[src/hw/rtl/ssc_pkg.sv]
// Shared types and constants for the substring search and count block.
package ssc_pkg;

  localparam int NEEDLE_MAX_DEF = 16;
  localparam int MAX_LEN_DEF    = 65535;

  localparam int CP_W     = 21;
  localparam int SLOT_W   = 4;
  localparam int NLEN_W   = 5;
  localparam int START_W  = 16;
  localparam int IDX_W    = 16;
  localparam int CNT_W    = 17;
  localparam int HLEN_W   = 16;
  localparam int CFG_IW   = 1;
  localparam int CFG_DW   = 16;

  localparam logic FUNC_NEEDLE = 1'b0;
  localparam logic FUNC_HAY    = 1'b1;

  localparam logic [CFG_IW-1:0] CFG_NEEDLE_LENGTH = 1'b0;
  localparam logic [CFG_IW-1:0] CFG_SEARCH_START  = 1'b1;

  typedef struct packed {
    logic load;
    logic clear;
    logic nd_we;
  } cell_ctl_t;

  typedef struct packed {
    logic last;
    logic acc;
  } tok_t;

  typedef struct packed {
    logic               found;
    logic [IDX_W-1:0]   first_index;
    logic [CNT_W-1:0]   match_count;
    logic [HLEN_W-1:0]  haystack_length;
    logic               overflow;
  } res_t;

endpackage

[src/hw/rtl/substring_search_and_count.sv]
// Top level of the streaming substring search and count block.
//
// Input words carry func, needle_slot, code_point and last. A word with func 0
// writes one needle character; a word with func 1 is a haystack character.
// The haystack ends at a character with last set, and one result word follows:
// found, first_index, match_count, haystack_length and overflow.
// cfg_we with cfg_index 0 sets needle_length, index 1 sets search_start; write
// them only while no haystack is in flight.
// Throughput: one input word per cycle while in_stall is low. The window compare
// is registered in the cell row as the character is taken; the greedy tally and
// the output register update from the s1 stage when it advances, which a stalled
// result can hold back after a last character.
// Reset clears the window, counters, config and valid flags; the needle store is not
// cleared and must be written before use.
// A stalled result holds; input keeps flowing until a second finished result
// would need the output register, then in_stall rises until it frees up.
module substring_search_and_count #(
  parameter int NEEDLE_MAX = ssc_pkg::NEEDLE_MAX_DEF,
  parameter int MAX_LEN    = ssc_pkg::MAX_LEN_DEF
) (
  input  logic                        clk,
  input  logic                        rst_n,
  input  logic                        in_valid,
  output logic                        in_stall,
  input  logic                        in_func,
  input  logic [ssc_pkg::SLOT_W-1:0]  in_needle_slot,
  input  logic [ssc_pkg::CP_W-1:0]    in_code_point,
  input  logic                        in_last,
  output logic                        out_valid,
  input  logic                        out_stall,
  output logic                        out_found,
  output logic [ssc_pkg::IDX_W-1:0]   out_first_index,
  output logic [ssc_pkg::CNT_W-1:0]   out_match_count,
  output logic [ssc_pkg::HLEN_W-1:0]  out_haystack_length,
  output logic                        out_overflow,
  input  logic                        cfg_we,
  input  logic [ssc_pkg::CFG_IW-1:0]  cfg_index,
  input  logic [ssc_pkg::CFG_DW-1:0]  cfg_wdata
);

  localparam int PW = $clog2(MAX_LEN + 1);
  localparam int LW = $clog2(NEEDLE_MAX + 1);
  localparam int NW = (NEEDLE_MAX > 1) ? $clog2(NEEDLE_MAX) : 1;

  logic [ssc_pkg::NLEN_W-1:0]  nlen_r;
  logic [ssc_pkg::START_W-1:0] start_r;
  logic [LW-1:0]               ulen;

  logic                        in_acc, hay_acc, nd_acc, room, load, clear;
  logic [PW-1:0]               pos_r, pos_nxt, pos_step;

  logic                        s1_vld_r;
  ssc_pkg::tok_t               s1_tok_r;
  logic [PW-1:0]               s1_pos_r;
  logic                        blocked, adv, match;

  logic [ssc_pkg::CP_W-1:0]    win_q  [NEEDLE_MAX];
  logic [ssc_pkg::CP_W-1:0]    nd_q   [NEEDLE_MAX];
  logic [ssc_pkg::CP_W-1:0]    nd_cmp [NEEDLE_MAX];
  logic [NEEDLE_MAX-1:0]       hit_q;
  ssc_pkg::res_t               res;

  always_ff @(posedge clk) begin
    if (!rst_n) begin
      nlen_r  <= '0;
      start_r <= '0;
    end else if (cfg_we) begin
      unique case (cfg_index)
        ssc_pkg::CFG_NEEDLE_LENGTH: nlen_r  <= cfg_wdata[ssc_pkg::NLEN_W-1:0];
        ssc_pkg::CFG_SEARCH_START:  start_r <= cfg_wdata[ssc_pkg::START_W-1:0];
        default: ;
      endcase
    end
  end

  always_comb begin
    if (32'(nlen_r) > NEEDLE_MAX) begin
      ulen = LW'(NEEDLE_MAX);
    end else begin
      ulen = LW'(nlen_r);
    end
  end

  assign blocked  = s1_vld_r && s1_tok_r.last && out_valid && out_stall;
  assign in_stall = blocked;
  assign adv      = s1_vld_r && !blocked;

  assign in_acc   = in_valid && !in_stall;
  assign hay_acc  = in_acc && (in_func == ssc_pkg::FUNC_HAY);
  assign nd_acc   = in_acc && (in_func == ssc_pkg::FUNC_NEEDLE);
  assign room     = pos_r < PW'(MAX_LEN);
  assign load     = hay_acc && room;
  assign clear    = hay_acc && in_last;
  assign pos_step = load ? pos_r + 1'b1 : pos_r;

  always_comb begin
    pos_nxt = pos_r;
    if (clear) begin
      pos_nxt = '0;
    end else if (load) begin
      pos_nxt = pos_step;
    end
  end

  always_ff @(posedge clk) begin
    if (!rst_n) begin
      pos_r    <= '0;
      s1_vld_r <= 1'b0;
    end else begin
      pos_r <= pos_nxt;
      if (hay_acc) begin
        s1_vld_r <= 1'b1;
      end else if (adv) begin
        s1_vld_r <= 1'b0;
      end
    end
  end

  always_ff @(posedge clk) begin
    if (hay_acc) begin
      s1_tok_r.last <= in_last;
      s1_tok_r.acc  <= room;
      s1_pos_r      <= pos_step;
    end
  end

  for (genvar k = 0; k < NEEDLE_MAX; k++) begin : g_cell
    localparam logic [LW-1:0] KV = LW'(k);
    ssc_pkg::cell_ctl_t       ctl;
    logic [ssc_pkg::CP_W-1:0] din;
    logic [LW-1:0]            sel;
    logic                     active;

    assign sel    = ulen - KV - LW'(1);
    assign active = KV < ulen;
    assign nd_cmp[k] = nd_q[sel[NW-1:0]];

    if (k == 0) begin : g_head
      assign din = in_code_point;
    end else begin : g_body
      assign din = win_q[k-1];
    end

    assign ctl.load  = load;
    assign ctl.clear = clear;
    assign ctl.nd_we = nd_acc && (32'(in_needle_slot) == k);

    ssc_cell u_cell (
      .clk    (clk),
      .rst_n  (rst_n),
      .ctl    (ctl),
      .din    (din),
      .nd_din (in_code_point),
      .nd_cmp (nd_cmp[k]),
      .active (active),
      .win_q  (win_q[k]),
      .nd_q   (nd_q[k]),
      .hit_q  (hit_q[k])
    );
  end

  assign match = &hit_q;

  ssc_tally #(
    .PW (PW),
    .LW (LW)
  ) u_tally (
    .clk       (clk),
    .rst_n     (rst_n),
    .adv       (adv),
    .tok       (s1_tok_r),
    .pos       (s1_pos_r),
    .match     (match),
    .ulen      (ulen),
    .start     (start_r),
    .out_stall (out_stall),
    .out_valid (out_valid),
    .res       (res)
  );

  assign out_found           = res.found;
  assign out_first_index     = res.first_index;
  assign out_match_count     = res.match_count;
  assign out_haystack_length = res.haystack_length;
  assign out_overflow        = res.overflow;

  a_stall_cause : assert property (@(posedge clk) disable iff (!rst_n)
    in_stall |-> (out_valid && out_stall))
    else $error("input stalled with output free");

  a_result_src : assert property (@(posedge clk) disable iff (!rst_n)
    $rose(out_valid) |-> $past(s1_vld_r && s1_tok_r.last))
    else $error("result word without a final character");

  a_pos_bound : assert property (@(posedge clk) disable iff (!rst_n)
    pos_r <= PW'(MAX_LEN))
    else $error("position past maximum length");

  a_pos_clear : assert property (@(posedge clk) disable iff (!rst_n)
    (in_valid && !in_stall && (in_func == ssc_pkg::FUNC_HAY) && in_last) |=> (pos_r == '0))
    else $error("position not cleared after final character");

endmodule

[src/hw/rtl/ssc_cell.sv]
// One window cell: a haystack character, a needle character and a compare flag.
module ssc_cell (
  input  logic                     clk,
  input  logic                     rst_n,
  input  ssc_pkg::cell_ctl_t       ctl,
  input  logic [ssc_pkg::CP_W-1:0] din,
  input  logic [ssc_pkg::CP_W-1:0] nd_din,
  input  logic [ssc_pkg::CP_W-1:0] nd_cmp,
  input  logic                     active,
  output logic [ssc_pkg::CP_W-1:0] win_q,
  output logic [ssc_pkg::CP_W-1:0] nd_q,
  output logic                     hit_q
);

  logic [ssc_pkg::CP_W-1:0] win_r, win_nxt;
  logic [ssc_pkg::CP_W-1:0] nd_r;
  logic                     hit_r, hit_nxt;

  always_comb begin
    win_nxt = win_r;
    hit_nxt = hit_r;
    if (ctl.load) begin
      win_nxt = din;
      hit_nxt = !active || (din == nd_cmp);
    end
    if (ctl.clear) begin
      win_nxt = '0;
    end
  end

  always_ff @(posedge clk) begin
    if (!rst_n) begin
      win_r <= '0;
      hit_r <= 1'b0;
    end else begin
      win_r <= win_nxt;
      hit_r <= hit_nxt;
    end
  end

  always_ff @(posedge clk) begin
    if (ctl.nd_we) begin
      nd_r <= nd_din;
    end
  end

  assign win_q = win_r;
  assign nd_q  = nd_r;
  assign hit_q = hit_r;

endmodule

[src/hw/rtl/ssc_tally.sv]
// Match tally: first match, greedy count, overflow and the result register.
module ssc_tally #(
  parameter int PW = 16,
  parameter int LW = 5
) (
  input  logic                        clk,
  input  logic                        rst_n,
  input  logic                        adv,
  input  ssc_pkg::tok_t               tok,
  input  logic [PW-1:0]               pos,
  input  logic                        match,
  input  logic [LW-1:0]               ulen,
  input  logic [ssc_pkg::START_W-1:0] start,
  input  logic                        out_stall,
  output logic                        out_valid,
  output ssc_pkg::res_t               res
);

  localparam int EW = PW + LW;
  localparam int CW = (EW > ssc_pkg::START_W) ? EW : ssc_pkg::START_W;

  logic                        seen_r, seen_nxt;
  logic [ssc_pkg::IDX_W-1:0]   first_r, first_nxt;
  logic [ssc_pkg::CNT_W-1:0]   cnt_r, cnt_nxt;
  logic [PW-1:0]               nas_r, nas_nxt;
  logic                        ovf_r, ovf_nxt;
  logic                        vld_r;
  ssc_pkg::res_t               res_r, res_nxt;
  logic                        hit;
  logic [EW-1:0]               s;

  always_comb begin
    s         = EW'(pos) - EW'(ulen);
    hit       = tok.acc && (ulen != '0) && (EW'(pos) >= EW'(ulen)) && match;
    seen_nxt  = seen_r;
    first_nxt = first_r;
    cnt_nxt   = cnt_r;
    nas_nxt   = nas_r;
    ovf_nxt   = ovf_r || !tok.acc;
    if (hit) begin
      if (!seen_r && (CW'(s) >= CW'(start))) begin
        seen_nxt  = 1'b1;
        first_nxt = ssc_pkg::IDX_W'(s);
      end
      if (s >= EW'(nas_r)) begin
        cnt_nxt = cnt_r + 1'b1;
        nas_nxt = pos;
      end
    end
    res_nxt.haystack_length = ssc_pkg::HLEN_W'(pos);
    res_nxt.overflow        = ovf_nxt;
    if (ulen == '0) begin
      res_nxt.found       = CW'(start) <= CW'(pos);
      res_nxt.first_index = res_nxt.found ? start : '0;
      res_nxt.match_count = ssc_pkg::CNT_W'(pos) + 1'b1;
    end else begin
      res_nxt.found       = seen_nxt;
      res_nxt.first_index = seen_nxt ? first_nxt : '0;
      res_nxt.match_count = cnt_nxt;
    end
  end

  always_ff @(posedge clk) begin
    if (!rst_n) begin
      seen_r  <= 1'b0;
      first_r <= '0;
      cnt_r   <= '0;
      nas_r   <= '0;
      ovf_r   <= 1'b0;
    end else if (adv) begin
      if (tok.last) begin
        seen_r  <= 1'b0;
        first_r <= '0;
        cnt_r   <= '0;
        nas_r   <= '0;
        ovf_r   <= 1'b0;
      end else begin
        seen_r  <= seen_nxt;
        first_r <= first_nxt;
        cnt_r   <= cnt_nxt;
        nas_r   <= nas_nxt;
        ovf_r   <= ovf_nxt;
      end
    end
  end

  always_ff @(posedge clk) begin
    if (!rst_n) begin
      vld_r <= 1'b0;
    end else if (adv && tok.last) begin
      vld_r <= 1'b1;
    end else if (!out_stall) begin
      vld_r <= 1'b0;
    end
  end

  always_ff @(posedge clk) begin
    if (adv && tok.last) begin
      res_r <= res_nxt;
    end
  end

  assign out_valid = vld_r;
  assign res       = res_r;

  a_found_first : assert property (@(posedge clk) disable iff (!rst_n)
    (vld_r && !res_r.found) |-> (res_r.first_index == '0))
    else $error("first_index set without a match");

endmodule
[config.mk]
export PLATFORM = sky130hd
export DESIGN_NAME = substring_search_and_count
export DESIGN_NICKNAME = d
export VERILOG_FILES = /design/src/hw/rtl/ssc_pkg.sv /design/src/hw/rtl/substring_search_and_count.sv /design/src/hw/rtl/ssc_cell.sv /design/src/hw/rtl/ssc_tally.sv
export SDC_FILE = /design/constraint.sdc
export NUM_CORES = 2
export LEC_CHECK = 0
export BUFFER_PORTS_ARGS = -buffer_cell sky130_fd_sc_hd__buf_4
export CORE_MARGIN = 8
export CORE_UTILIZATION = 60
export CTS_CLUSTER_SIZE = 20
export DETAILED_ROUTE_END_ITERATION = 6
export PLACE_DENSITY = 0.87
export SYNTH_ARGS = -nofsm -noshare
export SYNTH_HDL_FRONTEND = slang
export SYNTH_SLANG_ARGS = --single-unit
[constraint.sdc]
create_clock -name clk -period 13.35 [get_ports clk]
set_input_delay 0 -clock clk [delete_from_list [all_inputs] [get_ports clk]]
set_output_delay 0 -clock clk [all_outputs]
set_load 0.005 [all_outputs]
==> results by group <==
Outcome
  – Outcome: complete, but fails checks
  – Failing checks: design-rule violations

Power
  – Seq pwr share: 0.416
  – Total power: 6.54 mW
  – Leakage Power: 20.6 nW
  – VDD IR-drop max: 0.000135 V
  – Clock power frac: 0.386
  – Int Pwr: 4.63 mW
  – Combinational share of power: 0.198
  – Pwr dens: 121 nW/um^2
  – Sw Ratio: 0.291
  – Net Sw Power: 1.91 mW

Synthesis
  – Syn Inst Count: 4296
  – Synth Register Bits: 826
  – Synth Warn #: 0
  – Asr flop ratio synth: 0
  – Post-Syn Area per Cell: 11.4 um^2
  – Top FF cell, synth: dfxtp_1
  – Syn nets: 4415
  – Number of flops mapped to enable cells by yosys: 405
  – Register area share after synthesis: 0.420
  – Synthesized area: 49100 um^2
  – Synth cell types: 64

Min path
  – Worst hold path class: in2reg

Layout
  – Nets: 4435
  – Most common cell after layout, fill and taps aside: nand2_1
  – Share of layout cells above drive strength 1: 0.161
  – Area added between synthesis and finish: 10.2%
  – Area of the multi-input gates: 27100 um^2
  – Most frequent cells in the layout: 739 x nand2_1, 679 x mux2i_1, 421 x dfxtp_1
  – Seq. cell area: 20600 um^2
  – Filler instances: 5753
  – Final cell count without fillers: 5465

STA
  – Worst slew margin: 0.0410
  – Fmax: 161 MHz
  – Setup TNS: 0 ns
  – Tmin final: 6.21 ns
  – Final number of hold-violating endpoints: 0
  – Crit share post-route: 0.465
  – Slew @ Worst Pin: 1.43 ns
  – Setup WS post-layout: 7.14 ns
  – RSZ-0062 raised after global routing: false
  – Skew final: 0.0252 ns
  – Slew Viols, Final: 0
  – Setup-failing EPs final: 0

Detailed routing
  – DR DRC count: 15
  – DR iter-0 viols: 6102
  – Vias: 38700
  – WL/cell: 30.5 um
  – TritonRoute pass-1 iters: 7
  – Vias/cell: 7.07
  – ANT nets after route: 0
  – Total wire length: 167 mm

CTS
  – CTS Hold Bufs: 58
  – CTS Buf Count: 86
  – Setup bufs post-CTS: 0
  – Clock sink count: 826
  – CTS max path bufs: 3
  – CTS Root Cell: clkbuf_16
  – Post-CTS sizing: 0
  – Worst-path clk slew: 0.07 ns
  – CTS tree: done
  – Later-pin clock latency in the skew report: 0.65 ns
  – H-tree depth: 3

Placed design
  – Buffers on Ports: 101
  – Placed cells: 5240
  – Detailed Place HPWL: 115 mm
  – Pre-CTS WS: 7.40 ns
  – GP Congestion: 1.08

Die
  – Row cnt: 105
  – I/O Pins: 102
  – Die W: 302 um
  – Core box area: 81600 um^2
  – Die height: 302 um
  – Initial Util: 0.602
  – Die area: 91200 um^2

Setup path
  – CP Launch Type: register
  – Crit Path Max Fanout: 38
  – Crit path DAT: 6.80 ns
  – WS Path Type: reg2reg
  – Crit end category: register
  – CP required: 13.93 ns
  – Worst R2R Setup Slack: 7.14 ns

Global routing
  – Vias in the first global route: 37400
  – Initial antenna violation count: 6
  – Grt ovf: 0
  – Gr usage total: 0.359
  – First-pass GRT wire length: 243 mm
  – Largest net degree at the start of global routing: 242

Job
  – Max_cap viols: 0
## cells in the mapped netlist (4+ instances only)
library cell	count	area, um^2
a21boi_0	17	128
a21o_1	18	135
a21oi_1	345	1730
a22o_1	34	298
a31oi_1	13	81.3
a32o_1	16	160
and2_1	12	75.1
and3_1	11	68.8
and4_1	4	35.0
buf_1	14	52.6
buf_2	54	270
buf_4	16	120
buf_6	25	282
clkbuf_1	182	683
dfxtp_1	421	8430
edfxtp_1	405	12200
ha_1	69	863
inv_1	68	255
mux2_2	18	203
mux2i_1	679	6800
mux4_2	338	7610
nand2_1	742	2790
nand2b_1	10	62.6
nand3_1	38	190
nand4_1	64	400
nor2_1	44	165
nor2b_1	31	194
nor3_1	23	115
nor4_1	54	338
o211ai_1	14	105
o21a_1	13	97.6
o21ai_0	35	175
o31ai_1	8	60.1
or3_1	15	93.8
or4_1	8	60.1
xnor2_1	175	1530
xor2_1	217	1900
## sequential cells by signal (all words and copies together) (netlist names), 16 cells and up
register             cells
u_tally.nas_r           16
u_tally.res             51
g_cell.u_cell.win_q    315
pos_r                   16
g_cell.u_cell.nd_q     336
u_tally.cnt_r           17
u_tally.first_r         16
s1_pos_r                16
start_r                 16
g_cell.u_cell.hit_q     16
## worst max-delay path, stage by stage (launching register included)
cell      delay [ns]
dfxtp_1         0.43
nor2b_4         0.26
buf_4           0.62
ha_1            0.33
nor2b_1         0.05
o21ai_0         0.19
a21oi_1         0.13
o21ai_1         0.37
nand2_1         0.12
xnor2_1         0.42
ha_1            0.25
a21o_1          0.14
a211o_1         0.14
o221a_2         0.18
o311ai_0        0.13
a21boi_1        0.38
nand2_1         0.58
nor2_1          1.13
a22o_1          0.27
## power by group through the flow
stage	Sequential, mW	Clock [mW]	Combinational [mW]
2_1_floorplan	2.76	0	0.809
3_3_place_gp	2.77	0	1.19
3_5_place_dp	2.77	0	1.21
4_1_cts	2.72	2.51	1.24
5_1_grt	2.72	2.62	1.31
6_report	2.72	2.52	1.30
## through the flow
step	util	hold slack, ns	cell area, um^2
after floorplan	-	0.0989	49100
after global placement	0.620	0.189	50600
after detailed placement	0.620	0.193	50600
after CTS	0.663	0.00449	54100
after global routing	0.663	0.0353	54100
final	0.663	0.0309	54100
## cell type report
cell class | count | share of cell area
inverter | 73 | 0.00530
clock inverter | 38 | 0.00726
clock buffer | 121 | 0.0468
timing repair buffer | 224 | 0.0342
multi-input combinational | 3105 | 0.501
sequential | 826 | 0.381
antenna | 8 | 0.000370
tap | 1070 | 0.0247
## cells by family after synthesis
logic type	Yosys count	share of synthesized area
adder cells (fa/ha/maj)	70	0.0180
AND/OR/NAND/NOR	1064	0.0945
buffers and inverters	365	0.0344
flip-flops	826	0.420
multiplexers	1035	0.298
XOR/XNOR	393	0.0703
AO/OA/AOI/OAI	543	0.0656
## layer usage
| layer | vias up | share of wire | GRT usage |
|---|---|---|---|
| li1 | 16000 | - | - |
| met1 | 18700 | 0.33 | 0.430 |
| met2 | 3058 | 0.44 | 0.551 |
| met3 | 880 | 0.13 | 0.107 |
| met4 | 0 | 0.093 | 0.263 |
| met5 | - | 0 | 0 |
## path summary, 6_finish.rpt
kind                              start                    endpoint  cells after the start
min reg2reg  g_cell[3].u_cell.win_q[17]  g_cell[4].u_cell.win_q[17]                      2
max                           nlen_r[0]          u_tally.first_r[3]                     18
min                            in_valid                 s1_tok_r[1]                      3
max reg2reg                   nlen_r[0]          u_tally.first_r[3]                     18
No activity file was read; power rests on OpenSTA's default activity.
